==> src/design/slc_pkg.sv <==
// ----------------------------------------------------------------------------
// slc_pkg: shared constants for the source line classifier
// Byte codes, line lead codes, line class codes and stream word layout.
// ----------------------------------------------------------------------------
package slc_pkg;

  // input tuser: item kind
  localparam logic FUNC_TEXT = 1'b0;
  localparam logic FUNC_EOF  = 1'b1;

  // text bytes of interest
  localparam logic [7:0] CH_NL    = 8'h0A;
  localparam logic [7:0] CH_TAB   = 8'h09;
  localparam logic [7:0] CH_SPACE = 8'h20;
  localparam logic [7:0] CH_SLASH = 8'h2F;
  localparam logic [7:0] CH_STAR  = 8'h2A;

  // how the current line starts
  localparam logic [2:0] LEAD_BLANK     = 3'd0;  // whitespace only so far
  localparam logic [2:0] LEAD_SLASH     = 3'd1;  // first non-blank was '/', last byte
  localparam logic [2:0] LEAD_LINE_CMT  = 3'd2;  // "//"
  localparam logic [2:0] LEAD_BLOCK_CMT = 3'd3;  // "/*"
  localparam logic [2:0] LEAD_CODE      = 3'd4;

  // line class
  localparam logic [1:0] CLS_CODE    = 2'd0;
  localparam logic [1:0] CLS_COMMENT = 2'd1;
  localparam logic [1:0] CLS_BLANK   = 2'd2;

  // result word layout
  localparam int OUT_CNT_W  = 32;
  localparam int OUT_DATA_W = 264;  // 2 + 8*32 = 258 bits, padded to bytes
  localparam int OUT_USER_W = 2;
  localparam int OUT_PAD_W  = OUT_DATA_W - 2 - 8 * OUT_CNT_W;

  // output tuser bits
  localparam int USER_LINE_VALID = 0;
  localparam int USER_FILE_DONE  = 1;

endpackage

==> src/design/source_line_classifier_core.sv <==
// ----------------------------------------------------------------------------
// source_line_classifier_core: C source line splitter and classifier
// Cuts a byte stream into lines, classes each line, keeps line counters.
// ----------------------------------------------------------------------------
// Takes one C source byte (or an end-of-file marker) per cycle and sustains
// one item per clock unless a result word waits on a full output register: an
// item sits in an input register, the line state and the saturating counters
// update from it, and a result word goes to an output register.
// A word comes out only when a line ends (newline, or MAX_LINE-1 bytes) or on
// end of file; it carries the class of the finished line and all counters.
// Items that end no line pass through without needing the output side.
module source_line_classifier_core #(
  parameter int MAX_LINE    = 1024,
  parameter int COUNT_WIDTH = 32
) (
  input  logic                            clk,
  input  logic                            rst_n,
  input  logic                            in_tvalid,
  output logic                            in_tready,
  input  logic [7:0]                      in_tdata,   // [7:0] char_byte
  input  logic [0:0]                      in_tuser,   // [0] func
  output logic                            out_tvalid,
  input  logic                            out_tready,
  // [1:0] line_class, [33:2] file_code, [65:34] file_comment,
  // [97:66] file_blank, [129:98] file_total, [161:130] all_code,
  // [193:162] all_comment, [225:194] all_blank, [257:226] all_total, zero pad
  output logic [slc_pkg::OUT_DATA_W-1:0]  out_tdata,
  output logic [slc_pkg::OUT_USER_W-1:0]  out_tuser   // [0] line_valid, [1] file_done
);

  localparam int LEN_W = $clog2(MAX_LINE);
  localparam logic [LEN_W-1:0] LEN_LAST = LEN_W'(MAX_LINE - 1);

  typedef logic [COUNT_WIDTH-1:0] cnt_t;

  function automatic cnt_t sat_inc(input cnt_t c, input logic en);
    return (en && (c != '1)) ? c + cnt_t'(1) : c;
  endfunction

  // input register
  logic       s1_valid_r;
  logic       s1_eof_r;
  logic [7:0] s1_byte_r;

  // line state
  logic             in_block_r;
  logic [LEN_W-1:0] chunk_r;
  logic [2:0]       lead_r;
  logic             star_r;
  logic             end_r;

  cnt_t f_code_r, f_cmt_r, f_blank_r, f_total_r;
  cnt_t a_code_r, a_cmt_r, a_blank_r, a_total_r;

  // output register
  logic                           out_valid_r;
  logic [slc_pkg::OUT_DATA_W-1:0] out_data_r;
  logic [slc_pkg::OUT_USER_W-1:0] out_user_r;

  logic             out_free;
  logic             s1_fire;
  logic             is_ws;
  logic             line_end;
  logic             emits;
  logic [LEN_W-1:0] chunk_inc;
  logic [2:0]       lead_nxt;
  logic             end_nxt;
  logic             star_nxt;
  logic [2:0]       fin_lead;
  logic             fin_end;
  logic             do_finish;
  logic [1:0]       fin_cls;
  logic             block_nxt;
  logic             is_code, is_cmt, is_blank;

  cnt_t f_code_nxt, f_cmt_nxt, f_blank_nxt, f_total_nxt;
  cnt_t a_code_nxt, a_cmt_nxt, a_blank_nxt, a_total_nxt;

  logic [slc_pkg::OUT_DATA_W-1:0] out_data_nxt;
  logic [slc_pkg::OUT_USER_W-1:0] out_user_nxt;

  assign out_free  = !out_valid_r || out_tready;
  assign in_tready = !s1_valid_r || s1_fire;

  assign is_ws = (s1_byte_r == slc_pkg::CH_SPACE) || (s1_byte_r == slc_pkg::CH_TAB) ||
                 (s1_byte_r == slc_pkg::CH_NL);
  assign chunk_inc = chunk_r + LEN_W'(1);
  assign line_end  = (s1_byte_r == slc_pkg::CH_NL) || (chunk_inc == LEN_LAST);
  assign emits     = s1_eof_r || line_end;
  assign s1_fire   = s1_valid_r && (!emits || out_free);

  // lead tracking for a text byte
  always_comb begin
    lead_nxt = lead_r;
    case (lead_r)
      slc_pkg::LEAD_BLANK: begin
        if (!is_ws) begin
          lead_nxt = (s1_byte_r == slc_pkg::CH_SLASH) ? slc_pkg::LEAD_SLASH
                                                      : slc_pkg::LEAD_CODE;
        end
      end
      slc_pkg::LEAD_SLASH: begin
        if (s1_byte_r == slc_pkg::CH_SLASH) begin
          lead_nxt = slc_pkg::LEAD_LINE_CMT;
        end else if (s1_byte_r == slc_pkg::CH_STAR) begin
          lead_nxt = slc_pkg::LEAD_BLOCK_CMT;
        end else begin
          lead_nxt = slc_pkg::LEAD_CODE;
        end
      end
      default: lead_nxt = lead_r;
    endcase
  end

  assign end_nxt  = end_r || (star_r && (s1_byte_r == slc_pkg::CH_SLASH));
  assign star_nxt = (s1_byte_r == slc_pkg::CH_STAR);

  // end of file classes the partial line as it stands
  assign fin_lead  = s1_eof_r ? lead_r : lead_nxt;
  assign fin_end   = s1_eof_r ? end_r : end_nxt;
  assign do_finish = s1_eof_r ? (chunk_r != '0) : line_end;

  always_comb begin
    fin_cls   = slc_pkg::CLS_CODE;
    block_nxt = in_block_r;
    if (in_block_r) begin
      fin_cls   = slc_pkg::CLS_COMMENT;
      block_nxt = !fin_end;
    end else begin
      case (fin_lead)
        slc_pkg::LEAD_BLANK:    fin_cls = slc_pkg::CLS_BLANK;
        slc_pkg::LEAD_LINE_CMT: fin_cls = slc_pkg::CLS_COMMENT;
        slc_pkg::LEAD_BLOCK_CMT: begin
          fin_cls   = slc_pkg::CLS_COMMENT;
          block_nxt = !fin_end;
        end
        default: fin_cls = slc_pkg::CLS_CODE;
      endcase
    end
  end

  assign is_code  = do_finish && (fin_cls == slc_pkg::CLS_CODE);
  assign is_cmt   = do_finish && (fin_cls == slc_pkg::CLS_COMMENT);
  assign is_blank = do_finish && (fin_cls == slc_pkg::CLS_BLANK);

  assign f_code_nxt  = sat_inc(f_code_r, is_code);
  assign f_cmt_nxt   = sat_inc(f_cmt_r, is_cmt);
  assign f_blank_nxt = sat_inc(f_blank_r, is_blank);
  assign f_total_nxt = sat_inc(f_total_r, do_finish);
  assign a_code_nxt  = sat_inc(a_code_r, is_code);
  assign a_cmt_nxt   = sat_inc(a_cmt_r, is_cmt);
  assign a_blank_nxt = sat_inc(a_blank_r, is_blank);
  assign a_total_nxt = sat_inc(a_total_r, do_finish);

  assign out_data_nxt = {
    {slc_pkg::OUT_PAD_W{1'b0}},
    slc_pkg::OUT_CNT_W'(a_total_nxt), slc_pkg::OUT_CNT_W'(a_blank_nxt),
    slc_pkg::OUT_CNT_W'(a_cmt_nxt),   slc_pkg::OUT_CNT_W'(a_code_nxt),
    slc_pkg::OUT_CNT_W'(f_total_nxt), slc_pkg::OUT_CNT_W'(f_blank_nxt),
    slc_pkg::OUT_CNT_W'(f_cmt_nxt),   slc_pkg::OUT_CNT_W'(f_code_nxt),
    (do_finish ? fin_cls : slc_pkg::CLS_CODE)
  };
  assign out_user_nxt = {s1_eof_r, do_finish};

  // input register
  always_ff @(posedge clk) begin
    if (!rst_n) begin
      s1_valid_r <= 1'b0;
    end else if (in_tready) begin
      s1_valid_r <= in_tvalid;
    end
    if (in_tready && in_tvalid) begin
      s1_eof_r  <= (in_tuser[0] == slc_pkg::FUNC_EOF);
      s1_byte_r <= in_tdata;
    end
  end

  // line state and counters
  always_ff @(posedge clk) begin
    if (!rst_n) begin
      in_block_r <= 1'b0;
      chunk_r    <= '0;
      lead_r     <= slc_pkg::LEAD_BLANK;
      star_r     <= 1'b0;
      end_r      <= 1'b0;
      f_code_r   <= '0;
      f_cmt_r    <= '0;
      f_blank_r  <= '0;
      f_total_r  <= '0;
      a_code_r   <= '0;
      a_cmt_r    <= '0;
      a_blank_r  <= '0;
      a_total_r  <= '0;
    end else if (s1_fire) begin
      if (emits) begin
        chunk_r    <= '0;
        lead_r     <= slc_pkg::LEAD_BLANK;
        star_r     <= 1'b0;
        end_r      <= 1'b0;
        a_code_r   <= a_code_nxt;
        a_cmt_r    <= a_cmt_nxt;
        a_blank_r  <= a_blank_nxt;
        a_total_r  <= a_total_nxt;
        if (s1_eof_r) begin
          in_block_r <= 1'b0;
          f_code_r   <= '0;
          f_cmt_r    <= '0;
          f_blank_r  <= '0;
          f_total_r  <= '0;
        end else begin
          in_block_r <= block_nxt;
          f_code_r   <= f_code_nxt;
          f_cmt_r    <= f_cmt_nxt;
          f_blank_r  <= f_blank_nxt;
          f_total_r  <= f_total_nxt;
        end
      end else begin
        chunk_r <= chunk_inc;
        lead_r  <= lead_nxt;
        star_r  <= star_nxt;
        end_r   <= end_nxt;
      end
    end
  end

  // result register
  always_ff @(posedge clk) begin
    if (!rst_n) begin
      out_valid_r <= 1'b0;
    end else if (s1_fire && emits) begin
      out_valid_r <= 1'b1;
    end else if (out_tready) begin
      out_valid_r <= 1'b0;
    end
    if (s1_fire && emits) begin
      out_data_r <= out_data_nxt;
      out_user_r <= out_user_nxt;
    end
  end

  assign out_tvalid = out_valid_r;
  assign out_tdata  = out_data_r;
  assign out_tuser  = out_user_r;

endmodule

==> config.mk <==
export PLATFORM = sky130hd
export DESIGN_NAME = source_line_classifier_core
export DESIGN_NICKNAME = d
export VERILOG_FILES = /design/src/design/slc_pkg.sv /design/src/design/source_line_classifier_core.sv
export SDC_FILE = /design/constraint.sdc
export NUM_CORES = 1
export LEC_CHECK = 0
export ABC_AREA = 1
export BUFFER_PORTS_ARGS = -buffer_cell sky130_fd_sc_hd__buf_2
export CAP_MARGIN = 5
export CORE_UTILIZATION = 30
export CTS_BUF_LIST = sky130_fd_sc_hd__clkbuf_8
export DETAILED_ROUTE_END_ITERATION = 10
export PLACE_DENSITY_LB_ADDON = 0.3
export SETUP_SLACK_MARGIN = 0.05
export SLEW_MARGIN = 0
export SYNTH_ARGS = -nofsm -noshare
export SYNTH_HDL_FRONTEND = slang
export SYNTH_SLANG_ARGS = --single-unit
==> constraint.sdc <==
create_clock -name clk -period 11.4 [get_ports clk]
set_input_delay 2.28 -clock clk [delete_from_list [all_inputs] [get_ports clk]]
set_output_delay 2.28 -clock clk [all_outputs]
set_load 0.03 [all_outputs]
==> results of run 1 <==
==> per-stage QoR <==
stage | total power, W | std cells | area, sq um
6_report | 0.00410 | 5241 | 32600
5_1_grt | 0.00427 | 5239 | 32600
4_1_cts | 0.00417 | 5235 | 32600
3_5_place_dp | 0.00226 | 5054 | 30600
3_3_place_gp | 0.00226 | 5054 | 30600
2_1_floorplan | 0.00222 | 3658 | 28200
==> state kept, by name (all words and copies together) (netlist names), 2 cells and up <==
name	cells
f_code_r	32
chunk_r	10
a_cmt_r	32
lead_r	3
out_tuser	2
s1_byte_r	8
f_cmt_r	32
a_total_r	32
a_code_r	32
f_total_r	32
f_blank_r	32
a_blank_r	32
out_tdata	258
==> routing by layer <==
metal,GRT usage [%],wire [microns]
met1,24.3,39800
met2,27.0,37600
met3,3.11,4200
met4,4.55,1580
met5,0,0
==> cell usage in the layout (no fill, tap or decap), types with 6 or more instances in the layout <==
cell | netlist | final
nor3_1 | 123 | 123
xnor2_1 | 51 | 51
edfxtp_1 | 269 | 269
dfxtp_1 | 274 | 274
a21oi_1 | 139 | 139
buf_2 | 57 | 274
ha_1 | 11 | 11
clkbuf_8 | 0 | 106
nand2_1 | 1341 | 1340
o21ai_1 | 40 | 41
and2_1 | 7 | 7
inv_1 | 352 | 382
nor2_1 | 229 | 227
nor4_1 | 50 | 50
bufinv_16 | 0 | 7
buf_4 | 18 | 20
clkinv_1 | 1 | 12
diode_2 | 0 | 6
o21ai_2 | 24 | 24
clkinv_2 | 0 | 14
xor2_1 | 185 | 185
nand3_1 | 135 | 135
nand4_1 | 157 | 157
o21ai_0 | 68 | 67
conb_1 | 1 | 6
==> path summary, 6_finish.rpt <==
kind	startpoint	end	slack, ns	depth (start not counted)
setup / recovery	out_tready	in_tready	6.33	4
hold / removal	a_blank_r[31]$_SDFFE_PN0P_	a_blank_r[31]$_SDFFE_PN0P_	0.46	2
setup reg to reg	chunk_r[0]$_SDFFE_PN0P_	out_tdata[68]$_DFFE_PP_	6.63	11
hold reg to reg	a_blank_r[31]$_SDFFE_PN0P_	a_blank_r[31]$_SDFFE_PN0P_	0.46	2
==> critical path: stages <==
cell     delay (ns)
buf_2          0.09
inv_1          0.05
nand4_1        0.14
buf_2          0.22
==> power groups by stage <==
stage	clock network (W)	logic [W]	registers, W
detailed placement	0	0.000154	0.00211
global placement	0	0.000153	0.00211
floorplan	0	0.0000801	0.00214
finish	0.00189	0.000150	0.00207
global route	0.00203	0.000165	0.00207
CTS	0.00195	0.000154	0.00207
==> cells by family (layout without fill, tap and decap cells) <==
family | count (synthesis) | in the layout | synth area share (%)
compound gates | 278 | 278 | 5.30
xor+xnor | 239 | 239 | 7.50
other cells | 1 | 12 | 0.0133
flops | 543 | 543 | 48.1
fa+ha+maj | 11 | 11 | 0.488
simple gates | 2071 | 2071 | 31.1
buf+inv | 510 | 833 | 7.53
==> final cells by class <==
class                           instances  share of cell area, %
Tap cell                             1254                   4.81
Antenna cell                            6                 0.0460
Multi-Input combinational cell       2605                   38.6
Inverter                              357                   4.15
Sequential cell                       543                   41.6
Clock buffer                          106                   4.47
Clock inverter                         75                   1.63
Timing Repair Buffer                  295                   4.73
==> reports/results.ini, run 1 <==
[timing]
period_needed_ns=5.07
relSlewSlack_pct=37.2
setup_tns_ns=0
period_share_pct=44.5
maxSlewViolCount=0
hold_viol_final=0
hold_slack_ns=0.460
tightest_slew_ns=0.942
setup_ws_ns=6.33
rsz0062_at_grt=no
fmaxAchievable_mhz=197
finClkSkew_ns=0.0379
setup_viol=0

[critical_path]
crit_path_max_fanout=3
cp-start-kind=input pin
crit_required_ns=9.12
crit_path_end_kind=primary output
path_class=in -> out
crit_arrival_ns=2.79

[cts]
numCtsBuffers=96
htreeDepth=3
clkTransAtPathRegs_ns=0.06
post_cts_buffers=0
clock-sinks=543
cts-root-buf=clkbuf_8
clk_latency_ns=0.73
cts_tree=built
cts_hold_buf=0
cts.path.max_buffers=3
cts_resized=0

[power_and_ir_drop]
combPwrFrac_pct=3.7
switchingPower_w=0.000999
switching_share_pct=24.4
clkPwrFrac_pct=46.0
p_leak_nw=13.4
pwr-share-seq_pct=50.4
ir_drop_mv=0.0730
p_per_area_nw_per_um2=126
p_int_w=0.00310

[synthesis]
synth-seq-cells=543
ys.flop_type=dfxtp_1
synth_area_leaders=edfxtp_1, dfxtp_1, nand2_1
syn_avg_cell_area_sq_um=7.72
synth_top_area_cell=edfxtp_1
yosysUniqueCellTypes=41
yosys.cell_count.top_type=nand2_1
synth_top_area_share_pct=28.6
synth_area_sq_um=28200
synth_enable_flop_cells=269
ys.warnings.count=0
yosysSeqAreaShare_pct=48.1
synth_common_cells=nand2_1, inv_1, dfxtp_1
synth_cells=3653
synthArstFlopShare_pct=0

[layout]
multiInputGateArea_sq_um=12600
regArea_sq_um=13600
syn_to_final_growth_pct=15.6
fill_cells=9886
utilization_pct=35.0
final_layout_size_suffix_gt1_share_pct=12.4
fin_nets=3922

[floorplanning]
ios=281
die_h_microns=309
dieArea_sq_um=95300
start_util_pct=30.3
die_x_microns=309
num_rows=112
coreArea_sq_um=93200

[run]
drv_cap=0

[drt]
vias_per_cell=4.63
drt_first_iter_violations=1648
drtAntennaViolNets=0
post_drt_wl_per_cell_microns=15.9
vias=24300
drc=0
firstDrtPassIters=6
routed_wl_mm=83.2

[global_routing]
grt_util_all_layers_pct=17.2
overflow=0
grt_max_degree=152
grt_pass1_wl_mm=130
antenna_found_initial=3
grt_pass1_vias=22800

[placed_design]
portBuffers=274
dp_hpwl_mm=57.9
place.gp.congestion=0.910
pre_cts_ws_ns=6.32

[run_status]
status=complete, no violations

[min_path]
holdCritPathClass=reg -> reg

Power figures use the tool's default switching activity.
==> inputs of run 2 (changes only) <==
==> constraint.sdc (replaced) <==
create_clock -name clk -period 4.5 [get_ports clk]
set_input_delay 0.9 -clock clk [delete_from_list [all_inputs] [get_ports clk]]
set_output_delay 0.9 -clock clk [all_outputs]
set_load 0.03 [all_outputs]
==> run 2 against run 1 <==
Compared with the run above: largest power group unchanged; count of clock-buffer cells in the layout up 10; total power rose to 2.6 times the previous value; critical endpoint unchanged; largest cell class unchanged; global-route usage up 0.25 points; die area unchanged; worst setup slack worse by 5.3 ns; highest routed layer unchanged; final area up 0.83%; clock power rose to 2.6 times the previous value; core utilization up 0.29 points; combinational power rose to 2.7 times the previous value; sequential power rose to 2.5 times the previous value; non-clock buffer count up 14; sequential share of layout area down 0.31 points.
==> reports/results.ini, run 2 (same netlist as run 1, synthesis figures left out) <==
[timing]
period_share_pct=78.0
period_needed_ns=3.51
setup_tns_ns=0  ; unchanged
fmaxAchievable_mhz=285
setup_ws_ns=0.989  ; -5.34 ns
tightest_slew_ns=0.951  ; +0.00958 ns
relSlewSlack_pct=36.6  ; -0.64 points
maxSlewViolCount=0  ; unchanged
rsz0062_at_grt=no
setup_viol=0  ; unchanged
finClkSkew_ns=0.0340  ; -0.00386 ns
hold_viol_final=0  ; unchanged

[critical_path]
crit_path_top_delay_cell=dfxtp_1
cp_top_family=simple AND/OR/NAND/NOR gates
crit_path_end_kind=primary output
crit_path_max_fanout=5  ; +2
crit_arrival_ns=2.61  ; -0.18 ns
crit_required_ns=3.60  ; -5.52 ns
rr_worst_depth=16  ; +5
slowest_delay_ns=0.42  ; +0.20 ns
path_class=reg -> out
path_buf_inv=2  ; -1
reg2reg_to=a_code_r[2]$_SDFFE_PN0P_
cpMostUsedCell=nand2_1
r2r_start=chunk_r[4]$_SDFFE_PN0P_
r2r_slack_ns=1.00  ; -5.63 ns
crit_chain=nand2_1, nor2_2, nand2_1, nand2_1, nand2_1, nor2_1, nand3_1, o21ai_2, nor2_1, inv_2, nand4_1, buf_2
cp-start-kind=flip-flop

[placed_design]
dp.cells=5068  ; +0.28%
portBuffers=274  ; unchanged
pre_cts_ws_ns=0.949  ; -5.37 ns
dp_hpwl_mm=60.4  ; +4.4%
place.gp.congestion=0.963  ; +5.8%
post_dp_cell_area_sq_um=30800  ; +0.71%

[layout]
layout_commonest_cell=nand2_1
multiInputGateArea_sq_um=12600  ; +0.14%
fin_area_sq_um=32900  ; +0.83%
utilization_pct=35.3  ; +0.29 points
fin_nets=3939  ; +0.43%
mostFrequentLayoutCells=nand2_1, inv_1, buf_2, dfxtp_1, edfxtp_1
regArea_sq_um=13600  ; about the same
final_layout_size_suffix_gt1_share_pct=13.0  ; +0.66 points
syn_to_final_growth_pct=16.5
stdcell_count=5259  ; +0.34%
largest_reg_flops=258  ; unchanged
fill_cells=9823  ; -0.64%

[run_status]
status=complete, no violations

[global_routing]
antenna_found_initial=2  ; -1
grt_max_degree=128  ; -16%
grt_pass1_wl_mm=131  ; +0.93%
grt_pass1_vias=22800  ; +0.31%
grt_util_all_layers_pct=17.5  ; +0.25 points
overflow=0  ; unchanged

[floorplanning]
die_h_microns=309  ; unchanged
ios=281  ; unchanged
coreArea_sq_um=93200  ; unchanged
die_x_microns=309  ; unchanged
num_rows=112  ; unchanged
dieArea_sq_um=95300  ; unchanged
start_util_pct=30.3  ; unchanged

[power_and_ir_drop]
p_per_area_nw_per_um2=319  ; +150%
p_leak_nw=13.5  ; +0.74%
ir_drop_mv=0.205  ; +180%

[cts]
numCtsBuffers=99  ; +3.1%
clk_latency_ns=0.74  ; about the same
cts_tree=built
cts_hold_buf=0  ; unchanged
cts_resized=0  ; unchanged
clock-sinks=543  ; unchanged
post_cts_buffers=0  ; unchanged
clkTransAtPathRegs_ns=0.06  ; about the same
cts-root-buf=clkbuf_8
htreeDepth=3  ; unchanged
cts.path.max_buffers=3  ; unchanged

[drt]
routed_wl_mm=84.9  ; +2.1%
vias_per_cell=4.62  ; -0.33%
vias=24300  ; +0.012%
drt_first_iter_violations=1796  ; +9.0%
drc=0  ; unchanged
post_drt_wl_per_cell_microns=16.1  ; +1.7%
firstDrtPassIters=5  ; -1
drtAntennaViolNets=0  ; unchanged

[min_path]
min_to=s1_eof_r$_DFFE_PP_
holdCritPathClass=in -> reg
hold_start=in_tuser
whs_path_depth=1  ; -1

[run]
drv_cap=0  ; unchanged

==> run 2: power by group <==
group	leakage [nW]	switching (W)	internal, W
clock	1.15	0.00220	0.00265
sequential	5.01	0.0000236	0.00521
combinational	7.29	0.000332	0.0000701
total	13.5	0.00256	0.00793
==> run 2: metal layers <==
| layer | up-vias | wire length, microns | global-route usage (%) | part of all wire (%) |
|---|---|---|---|---|
| met5 | - | 0 | 0 | 0 |
| met4 | 0 | 2020 | 5.76 | 2.4 |
| met3 | 102 | 4580 | 3.24 | 5.4 |
| met2 | 581 | 38800 | 27.8 | 46 |
| met1 | 11200 | 39500 | 23.8 | 47 |
| li1 | 12400 | - | - | - |
==> run 2: layout make-up <==
| cell class | instances | share of cell area [%] |
|---|---|---|
| clock inverter | 71 | 1.37 |
| antenna | 4 | 0.0304 |
| inverter | 357 | 4.10 |
| multi-input combinational | 2605 | 38.3 |
| sequential | 543 | 41.3 |
| clock buffer | 116 | 4.86 |
| timing repair buffer | 309 | 5.27 |
| tap | 1254 | 4.77 |
==> run 2: worst max-delay path by stage <==
| stage | startpoint | endpoint | depth (start not counted) |
|---|---|---|---|
| finish | chunk_r[4]$_SDFFE_PN0P_ | in_tready | 12 |
| global route | chunk_r[5]$_SDFFE_PN0P_ | a_code_r[2]$_SDFFE_PN0P_ | 16 |
| CTS | chunk_r[5]$_SDFFE_PN0P_ | in_tready | 12 |
| detailed placement | chunk_r[4]$_SDFFE_PN0P_ | a_code_r[2]$_SDFFE_PN0P_ | 16 |
| global placement | chunk_r[2]$_SDFFE_PN0P_ | out_tdata[130]$_DFFE_PP_ | 13 |
| floorplan | chunk_r[0]$_SDFFE_PN0P_ | out_tdata[0]$_SDFFCE_PN0P_ | 11 |
==> run 2: per-stage QoR <==
stage                     hold slack (ns)  total power, W
after floorplan                     0.426         0.00562
after global placement              0.440         0.00575
after detailed placement            0.440         0.00575
after CTS                           0.299          0.0107
after global routing                0.334          0.0109
final                               0.374          0.0105
